$ cat config.mk
export PLATFORM = sky130hd
export DESIGN_NAME = pooled_message_mailboxes
export DESIGN_NICKNAME = d
export VERILOG_FILES = /design/src/design/pmm_pkg.sv /design/src/design/pmm_ram.sv /design/src/design/pmm_seq.sv /design/src/design/pooled_message_mailboxes.sv
export SDC_FILE = /design/constraint.sdc
export NUM_CORES = 2
export LEC_CHECK = 0
export BUFFER_PORTS_ARGS = -buffer_cell sky130_fd_sc_hd__buf_2
export CORE_UTILIZATION = 25
export CTS_CLUSTER_DIAMETER = 40
export DETAILED_ROUTE_END_ITERATION = 10
export PLACE_DENSITY = 0.42
export SETUP_SLACK_MARGIN = 0.1
export SYNTH_ARGS = -nofsm -noshare
export SYNTH_HDL_FRONTEND = slang
export SYNTH_SLANG_ARGS = --single-unit
$ cat constraint.sdc
create_clock -name i_clk -period 10.05 [get_ports i_clk]
set_input_delay 0 -clock i_clk [delete_from_list [all_inputs] [get_ports i_clk]]
set_output_delay 0 -clock i_clk [all_outputs]
set_load 0.005 [all_outputs]
$ cat src/design/pmm_pkg.sv
`default_nettype none
// Package for the pooled message mailboxes block.
// Holds the transfer item types and the request and status codes; no dependencies.
package pmm_pkg;

    localparam int MODE_BITS   = 2;
    localparam int SENDER_BITS = 4;
    localparam int BOX_BITS    = 4;
    localparam int MSG_BITS    = 32;
    localparam int STATUS_BITS = 2;

    localparam logic [MODE_BITS-1:0] MODE_ADD_TAIL = 2'd0;
    localparam logic [MODE_BITS-1:0] MODE_ADD_HEAD = 2'd1;
    localparam logic [MODE_BITS-1:0] MODE_GET_ANY  = 2'd2;
    localparam logic [MODE_BITS-1:0] MODE_GET_FROM = 2'd3;

    localparam logic [STATUS_BITS-1:0] STAT_OK    = 2'd0;
    localparam logic [STATUS_BITS-1:0] STAT_FULL  = 2'd1;
    localparam logic [STATUS_BITS-1:0] STAT_EMPTY = 2'd2;

    typedef struct packed {
        logic [MODE_BITS-1:0]   mode;
        logic [SENDER_BITS-1:0] sender_id;
        logic [BOX_BITS-1:0]    dest_thread;
        logic [MSG_BITS-1:0]    msg_word;
    } t_in_item;

    typedef struct packed {
        logic [STATUS_BITS-1:0] status;
        logic [MSG_BITS-1:0]    got_word;
        logic [SENDER_BITS-1:0] got_sender;
    } t_out_item;

endpackage
`default_nettype wire

$ cat src/design/pmm_ram.sv
`default_nettype none
// Simple dual-port RAM with one write port and one registered read port.
// Used for the slot tables of the mailbox sequencer; no dependencies.
module pmm_ram #(
    parameter int DEPTH = 64,
    parameter int WIDTH = 8
) (
    input  wire                      i_clk,
    input  wire                      i_we,
    input  wire  [$clog2(DEPTH)-1:0] i_waddr,
    input  wire  [WIDTH-1:0]         i_wdata,
    input  wire  [$clog2(DEPTH)-1:0] i_raddr,
    output logic [WIDTH-1:0]         o_rdata
);

    logic [WIDTH-1:0] r_mem [DEPTH];

    always_ff @(posedge i_clk) begin
        if (i_we) begin
            r_mem[i_waddr] <= i_wdata;
        end
        o_rdata <= r_mem[i_raddr];
    end

endmodule
`default_nettype wire

$ cat src/design/pmm_seq.sv
`default_nettype none
// Request sequencer: mailbox head and tail table, free pool pointers and slot RAMs.
// Depends on pmm_pkg and pmm_ram.
module pmm_seq #(
    parameter int MSG_SLOTS = 64,
    parameter int THREADS   = 16,
    parameter int WORD_BITS = 32
) (
    input  wire                     i_clk,
    input  wire                     i_rst_n,
    input  wire                     i_req_valid,
    input  wire pmm_pkg::t_in_item  i_req,
    output logic                    o_ready,
    output logic                    o_res_valid,
    input  wire                     i_res_take,
    output pmm_pkg::t_out_item      o_res
);

    localparam int IW    = $clog2(MSG_SLOTS);
    localparam int PW    = $clog2(MSG_SLOTS + 1);
    localparam int BOXES = (THREADS < 16) ? THREADS : 16;
    localparam int BW    = $clog2(BOXES);
    localparam int DW    = pmm_pkg::SENDER_BITS + WORD_BITS;
    localparam logic [PW-1:0] NIL  = PW'(MSG_SLOTS);
    localparam logic [PW-1:0] LAST = PW'(MSG_SLOTS - 1);

    typedef enum logic [3:0] {
        S_INIT, S_IDLE, S_ADD, S_ALNK, S_AFIN, S_GET, S_CHK, S_DET, S_DNXT, S_DPOOL, S_RESP
    } t_state;

    t_state             r_state;
    logic [PW-1:0]      r_cnt;
    pmm_pkg::t_in_item  r_req;
    logic [IW-1:0]      r_slot;
    logic [PW-1:0]      r_link;
    logic [PW-1:0]      r_p;
    logic [PW-1:0]      r_n;
    logic [PW-1:0]      r_phead;
    logic [PW-1:0]      r_ptail;
    logic [PW-1:0]      r_bhead [BOXES];
    logic [PW-1:0]      r_btail [BOXES];
    pmm_pkg::t_out_item r_res;

    logic          nx_we, pv_we, dt_we;
    logic [IW-1:0] nx_wa, pv_wa, dt_wa, rd_a;
    logic [PW-1:0] nx_wd, pv_wd, nx_rd, pv_rd;
    logic [DW-1:0] dt_wd, dt_rd;

    logic [BW-1:0]                   bidx;
    logic                            box_ok, add_ok, is_tail, match;
    logic [PW-1:0]                   bh, bt, slot_p;
    logic [WORD_BITS+31:0]           w_in, w_out;
    logic [pmm_pkg::SENDER_BITS-1:0] rd_sender;

    assign bidx      = r_req.dest_thread[BW-1:0];
    assign box_ok    = {5'd0, r_req.dest_thread} < 9'(THREADS);
    assign bh        = r_bhead[bidx];
    assign bt        = r_btail[bidx];
    assign add_ok    = box_ok && (r_phead != NIL);
    assign is_tail   = (r_req.mode == pmm_pkg::MODE_ADD_TAIL);
    assign slot_p    = PW'(r_slot);
    assign w_in      = {{WORD_BITS{1'b0}}, r_req.msg_word};
    assign w_out     = {32'd0, dt_rd[WORD_BITS-1:0]};
    assign rd_sender = dt_rd[DW-1:WORD_BITS];
    assign match     = (r_req.mode == pmm_pkg::MODE_GET_ANY) || (rd_sender == r_req.sender_id);

    always_comb begin
        nx_we = 1'b0;
        nx_wa = r_slot;
        nx_wd = NIL;
        pv_we = 1'b0;
        pv_wa = r_slot;
        pv_wd = NIL;
        dt_we = 1'b0;
        dt_wa = r_phead[IW-1:0];
        dt_wd = {r_req.sender_id, w_in[WORD_BITS-1:0]};
        rd_a  = r_slot;
        unique case (r_state)
            S_INIT: begin
                nx_we = 1'b1;
                nx_wa = r_cnt[IW-1:0];
                nx_wd = PW'(r_cnt + 1'b1);
            end
            S_ADD: begin
                rd_a  = r_phead[IW-1:0];
                dt_we = add_ok;
            end
            S_ALNK: begin
                nx_we = 1'b1;
                nx_wd = is_tail ? NIL : bh;
                pv_we = 1'b1;
                pv_wd = is_tail ? bt : NIL;
            end
            S_AFIN: begin
                nx_we = is_tail && (r_link != NIL);
                nx_wa = r_link[IW-1:0];
                nx_wd = slot_p;
                pv_we = !is_tail && (r_link != NIL);
                pv_wa = r_link[IW-1:0];
                pv_wd = slot_p;
            end
            S_GET: begin
                rd_a = bh[IW-1:0];
            end
            S_CHK: begin
                if (!match) begin
                    rd_a = nx_rd[IW-1:0];
                end
            end
            S_DET: begin
                nx_we = (r_p != NIL);
                nx_wa = r_p[IW-1:0];
                nx_wd = r_n;
                pv_we = (r_n != NIL);
                pv_wa = r_n[IW-1:0];
                pv_wd = r_p;
            end
            S_DNXT: begin
                nx_we = 1'b1;
            end
            S_DPOOL: begin
                nx_we = (r_ptail != NIL);
                nx_wa = r_ptail[IW-1:0];
                nx_wd = slot_p;
            end
            default: begin
            end
        endcase
    end

    pmm_ram #(.DEPTH(MSG_SLOTS), .WIDTH(PW)) u_next (
        .i_clk(i_clk), .i_we(nx_we), .i_waddr(nx_wa), .i_wdata(nx_wd),
        .i_raddr(rd_a), .o_rdata(nx_rd)
    );

    pmm_ram #(.DEPTH(MSG_SLOTS), .WIDTH(PW)) u_prev (
        .i_clk(i_clk), .i_we(pv_we), .i_waddr(pv_wa), .i_wdata(pv_wd),
        .i_raddr(rd_a), .o_rdata(pv_rd)
    );

    pmm_ram #(.DEPTH(MSG_SLOTS), .WIDTH(DW)) u_data (
        .i_clk(i_clk), .i_we(dt_we), .i_waddr(dt_wa), .i_wdata(dt_wd),
        .i_raddr(rd_a), .o_rdata(dt_rd)
    );

    always_ff @(posedge i_clk) begin
        if (!i_rst_n) begin
            r_state <= S_INIT;
            r_cnt   <= '0;
            r_phead <= '0;
            r_ptail <= LAST;
            for (int i = 0; i < BOXES; i++) begin
                r_bhead[i] <= NIL;
                r_btail[i] <= NIL;
            end
        end else begin
            unique case (r_state)
                S_INIT: begin
                    r_cnt <= PW'(r_cnt + 1'b1);
                    if (r_cnt == LAST) begin
                        r_state <= S_IDLE;
                    end
                end
                S_IDLE: begin
                    if (i_req_valid) begin
                        r_req   <= i_req;
                        r_state <= i_req.mode[1] ? S_GET : S_ADD;
                    end
                end
                S_ADD: begin
                    if (!add_ok) begin
                        r_res   <= '{pmm_pkg::STAT_FULL, '0, '0};
                        r_state <= S_RESP;
                    end else begin
                        r_slot  <= r_phead[IW-1:0];
                        r_link  <= is_tail ? bt : bh;
                        r_state <= S_ALNK;
                    end
                end
                S_ALNK: begin
                    r_phead <= nx_rd;
                    if (nx_rd == NIL) begin
                        r_ptail <= NIL;
                    end
                    if (is_tail) begin
                        if (bt == NIL) begin
                            r_bhead[bidx] <= slot_p;
                        end
                        r_btail[bidx] <= slot_p;
                    end else begin
                        if (bh == NIL) begin
                            r_btail[bidx] <= slot_p;
                        end
                        r_bhead[bidx] <= slot_p;
                    end
                    r_state <= S_AFIN;
                end
                S_AFIN: begin
                    r_res   <= '{pmm_pkg::STAT_OK, '0, '0};
                    r_state <= S_RESP;
                end
                S_GET: begin
                    if (!box_ok || bh == NIL) begin
                        r_res   <= '{pmm_pkg::STAT_EMPTY, '0, '0};
                        r_state <= S_RESP;
                    end else begin
                        r_slot  <= bh[IW-1:0];
                        r_state <= S_CHK;
                    end
                end
                S_CHK: begin
                    if (match) begin
                        r_p     <= pv_rd;
                        r_n     <= nx_rd;
                        r_res   <= '{pmm_pkg::STAT_OK, w_out[31:0], rd_sender};
                        r_state <= S_DET;
                    end else if (nx_rd == NIL) begin
                        r_res   <= '{pmm_pkg::STAT_EMPTY, '0, '0};
                        r_state <= S_RESP;
                    end else begin
                        r_slot <= nx_rd[IW-1:0];
                    end
                end
                S_DET: begin
                    if (r_p == NIL) begin
                        r_bhead[bidx] <= r_n;
                    end
                    if (r_n == NIL) begin
                        r_btail[bidx] <= r_p;
                    end
                    r_state <= S_DNXT;
                end
                S_DNXT: begin
                    r_state <= S_DPOOL;
                end
                S_DPOOL: begin
                    if (r_ptail == NIL) begin
                        r_phead <= slot_p;
                    end
                    r_ptail <= slot_p;
                    r_state <= S_RESP;
                end
                S_RESP: begin
                    if (i_res_take) begin
                        r_state <= S_IDLE;
                    end
                end
                default: begin
                    r_state <= S_IDLE;
                end
            endcase
        end
    end

    assign o_ready     = (r_state == S_IDLE);
    assign o_res_valid = (r_state == S_RESP);
    assign o_res       = r_res;

endmodule
`default_nettype wire

$ cat src/design/pooled_message_mailboxes.sv
`default_nettype none
// Top level of the pooled message mailboxes block: sequencer and output register.
// Depends on pmm_pkg and pmm_seq.
//
// One request is served at a time. After reset the block links the free pool in the
// next-link RAM before it takes its first transfer. A successful add passes S_ADD,
// S_ALNK and S_AFIN before its result goes to the output register; a successful get
// passes S_GET, S_CHK once per slot visited in the mailbox (the sender search reads
// one slot per cycle from the single read port of the slot RAMs), S_DET, S_DNXT, S_DPOOL.
// A result waiting for the output register keeps the next request from being accepted.
module pooled_message_mailboxes #(
    parameter int MSG_SLOTS = 64,
    parameter int THREADS   = 16,
    parameter int WORD_BITS = 32
) (
    input  wire                     i_clk,
    input  wire                     i_rst_n,
    input  wire                     i_in_valid,
    output logic                    o_in_stall,
    input  wire pmm_pkg::t_in_item  i_in_data,
    output logic                    o_out_valid,
    input  wire                     i_out_stall,
    output pmm_pkg::t_out_item      o_out_data
);

    logic               ready, res_valid, take;
    pmm_pkg::t_out_item res;
    logic               r_ovld;
    pmm_pkg::t_out_item r_odata;

    pmm_seq #(.MSG_SLOTS(MSG_SLOTS), .THREADS(THREADS), .WORD_BITS(WORD_BITS)) u_seq (
        .i_clk(i_clk), .i_rst_n(i_rst_n), .i_req_valid(i_in_valid), .i_req(i_in_data),
        .o_ready(ready), .o_res_valid(res_valid), .i_res_take(take), .o_res(res)
    );

    assign take = res_valid && (!r_ovld || !i_out_stall);

    always_ff @(posedge i_clk) begin
        if (!i_rst_n) begin
            r_ovld <= 1'b0;
        end else if (take) begin
            r_ovld <= 1'b1;
        end else if (!i_out_stall) begin
            r_ovld <= 1'b0;
        end
        if (take) begin
            r_odata <= res;
        end
    end

    assign o_in_stall  = !ready;
    assign o_out_valid = r_ovld;
    assign o_out_data  = r_odata;

endmodule
`default_nettype wire

==> run_results.csv <==
group,metric,value,unit
yosys,synthCells,7970,
place,place_inst,15300,
pwr,p_sw,7.51,mW
pwr,power.leakage,62.1,nW
global_routing,grtUsageTotal,0.157,
yosys,netlist_area,142000,um^2
yosys,yosysUniqueCellTypes,79,
sta,maxSlewViolCount,0,
run_status,outcome,"completed",
floorplanning,die_h,755,um
pwr,seqPwrFrac,0.473,
place,gp_congestion,0.788,
hold_path,hold_class,"input port to flop",
route,top_layer_used,"met4",
place,dp_hpwl,254000,um
sta,rsz0062_at_grt,"no",
pwr,powerDensity,210,nW/um^2
yosys,yosysWarningCount,0,
route,wl_met2,220000,um
critical_path,critPathCaptureType,"flop",
global_routing,grt_pass1_wl,636000,um
route,wl_met1,210000,um
layout,fin_nets,8425,
sta,post-route-period-util,0.698,
pwr,clkPwrFrac,0.509,
floorplanning,initial_core_util,0.251,
critical_path,crit_fanout,111,
critical_path,critPathKind,"flop to flop",
yosys,synthArstFlopShare,0,
route,drt-total-wl,463000,um
pwr,pwr-share-comb,0.018,
yosys,synth-main-ff-cell,"edfxtp_1",
floorplanning,std_cell_rows,276,
clock_network,post_cts_buffers,0,
floorplanning,core,565000,um^2
pwr,ir_drop,0.000152,V
critical_path,cp_num_buf_inv,4,
pwr,p_int,28.1,mW
route,drt_iter0_drc,7542,
clock_network,clock_latency,1040,ps
critical_path,crit_path_max_incr_delay,1190,ps
pwr,p_sw_frac,0.211,
route,first_pass_iters,6,
place,io_buffers,85,
layout,drive_gt1_frac,0.153,
sta,setup_viol,0,
layout,mostFrequentLayoutCells,"3569 x edfxtp_1, 1609 x mux2i_1, 791 x o22ai_1",
clock_network,numCtsBuffers,483,
global_routing,antenna_found_initial,21,
sta,finalSetupTns,0,ps
sta,post-route-min-period,7020,ps
job,maxCapViolCount,0,
floorplanning,io_pins,86,
layout,final_cells,16300,
route,wl_per_cell,28.4,um
layout,multiInputGateArea,30900,um^2
clock_network,cts-resized-gates,0,
floorplanning,dieArea,569000,um^2
yosys,synth_edf_count,3569,
critical_path,worstPathCellList,"nor2_1 > and3_2 > buf_4 > and3_1 > nor3_2 > buf_12 > buf_12 > buf_4 > mux2i_1 > o22ai_1 > o41ai_1 > nand4_1",
sta,hold_viol,0,
global_routing,grt_max_degree,132,
clock_network,cts_tree,"done",
clock_network,cts_max_level,5,
floorplanning,die_w,755,um
layout,n_fill_cell,55100,
critical_path,worstPathRequired,10870,ps
yosys,avgSynthCellArea,17.8,um^2
route,drtAntennaViolNets,0,
critical_path,worstPathArrival,7840,ps
yosys,yosysSeqAreaShare,0.768,
global_routing,grt_overflow,0,
route,vias,77700,
layout,layout_commonest_cell,"edfxtp_1",
clock_network,cts_hold_buf,88,
route,viasPerCell,4.76,
route,remaining_drc_errors,0,
sta,worstMarginPinSlew,1340,ps
yosys,ys_ff_latch,3649,
sta,max_slew_margin,0.0943,
critical_path,critPathTopFamily,"simple AND/OR/NAND/NOR gates",
global_routing,first_global_vias,78000,
clock_network,clock_sinks,3649,
layout,final_core_util,0.301,
critical_path,cp_slowest_cell,"o41ai_1",
yosys,synth_nets,8017,
critical_path,cp-start-kind,"flop",
clock_network,clockRootBuffer,"clkbuf_16",
clock_network,path_clk_slew,60,ps
layout,sequential_cell_area,109000,um^2
clock_network,clockBufferDepth,4,
sta,fin_skew,87.2,ps
sta,fmax,142,MHz
layout,area_growth_syn_to_layout,19.9,%
route,dr_wl_met3,23300,um
[layer usage]
layer | global-route usage | vias up
li1 | - | 33400
met4 | 0.0355 | 0
met1 | 0.219 | 41400
met3 | 0.0216 | 583
met2 | 0.258 | 2330
met5 | 0 | -
[path summary, 6_finish.rpt]
kind	from	end	slack [ps]	cells past startpoint
setup reg to reg	u_seq.r_state[0]$_SDFFE_PN0P_	u_seq.u_prev.o_rdata[5]$_DFF_P_	3030	12
hold reg to reg	u_seq.o_res[27]$_DFFE_PP_	o_out_data[27]$_DFFE_PP_	420	0
setup / recovery	u_seq.r_state[0]$_SDFFE_PN0P_	u_seq.u_prev.o_rdata[5]$_DFF_P_	3030	12
hold / removal	i_in_valid	u_seq.r_req[41]$_DFFE_PP_	140	4
[area by class of cell]
type	instances	area share
timing repair buffer	414	0.0200
sequential	3649	0.641
multi-input combinational	3807	0.182
tap	7506	0.0553
clock inverter	360	0.0270
clock buffer	547	0.0738
inverter	23	0.000509
antenna	7	0.000103
[power by group through the flow]
stage / clock (mW) / sequential, mW / combinational [mW]
final: 18.1 / 16.8 / 0.652
after global routing: 19.0 / 16.8 / 0.699
after CTS: 18.4 / 16.8 / 0.666
after detailed placement: 0 / 17.1 / 0.639
after global placement: 0 / 17.1 / 0.627
after floorplan: 0 / 17.1 / 0.292
[cell usage after synthesis (all sizes together) (39+ instances only)]
cell,count,share of area
o21ai,47,0.0017
o41ai,197,0.012
a21oi,39,0.0014
nand3,85,0.0033
nand2,142,0.0038
nand4,90,0.0040
nor2,438,0.012
dfxtp,80,0.011
clkbuf,181,0.0048
o22ai,791,0.035
and3,46,0.0020
edfxtp,3569,0.76
buf,310,0.013
mux4,54,0.0086
mux2i,1609,0.11
[tightest hold or removal path, stage by stage]
cell and delay (ps):
dlygate4sd3_1 530, buf_2 190, nand2_1 120, nor2_4 110
[stage by stage]
stage	worst slack, ps	total power, mW	cell area, um^2	hold WS, ps
after floorplan	5200	17.4	142000	98.9
after global placement	3100	17.8	152000	176
after detailed placement	3100	17.8	152000	178
after CTS	3100	35.9	170000	85.8
after global routing	2760	36.5	170000	152
final	3030	35.6	170000	144
[state kept, by name (all words and copies together) (netlist names), named ones only]
name                  cells
u_seq.r_n                 7
u_seq.u_prev.r_mem      448
u_seq.u_next.r_mem      448
u_seq.r_cnt               7
o_out_data               38
u_seq.u_prev.o_rdata      7
u_seq.u_data.r_mem     2304
o_out_valid               1
u_seq.r_state             4
u_seq.r_slot              6
u_seq.bidx                4
u_seq.u_next.o_rdata      7
u_seq.r_bhead           112
u_seq.r_req               2
u_seq.r_ptail             7
u_seq.o_res              38
u_seq.dt_wd              36
u_seq.r_link              7
u_seq.u_data.o_rdata     36
u_seq.r_btail           112
u_seq.r_p                 7
u_seq.r_phead             7
[logic make-up (layout without fill, tap and decap cells)]
kind of cell / after synthesis / after routing / share of synthesized area
AOI/OAI and AO/OA: 1201 / 1201 / 0.0582
xor gates and xnor gates: 12 / 12 / 0.000742
adders and majority gates: 1 / 1 / 0.0000884
buffers and inverters: 514 / 1344 / 0.0187
DFF: 3649 / 3649 / 0.768
muxes: 1686 / 1686 / 0.124
other: 0 / 7 / 0
and+or+nand+nor: 907 / 907 / 0.0298
Note: power is estimated with default switching activity, not from simulation.
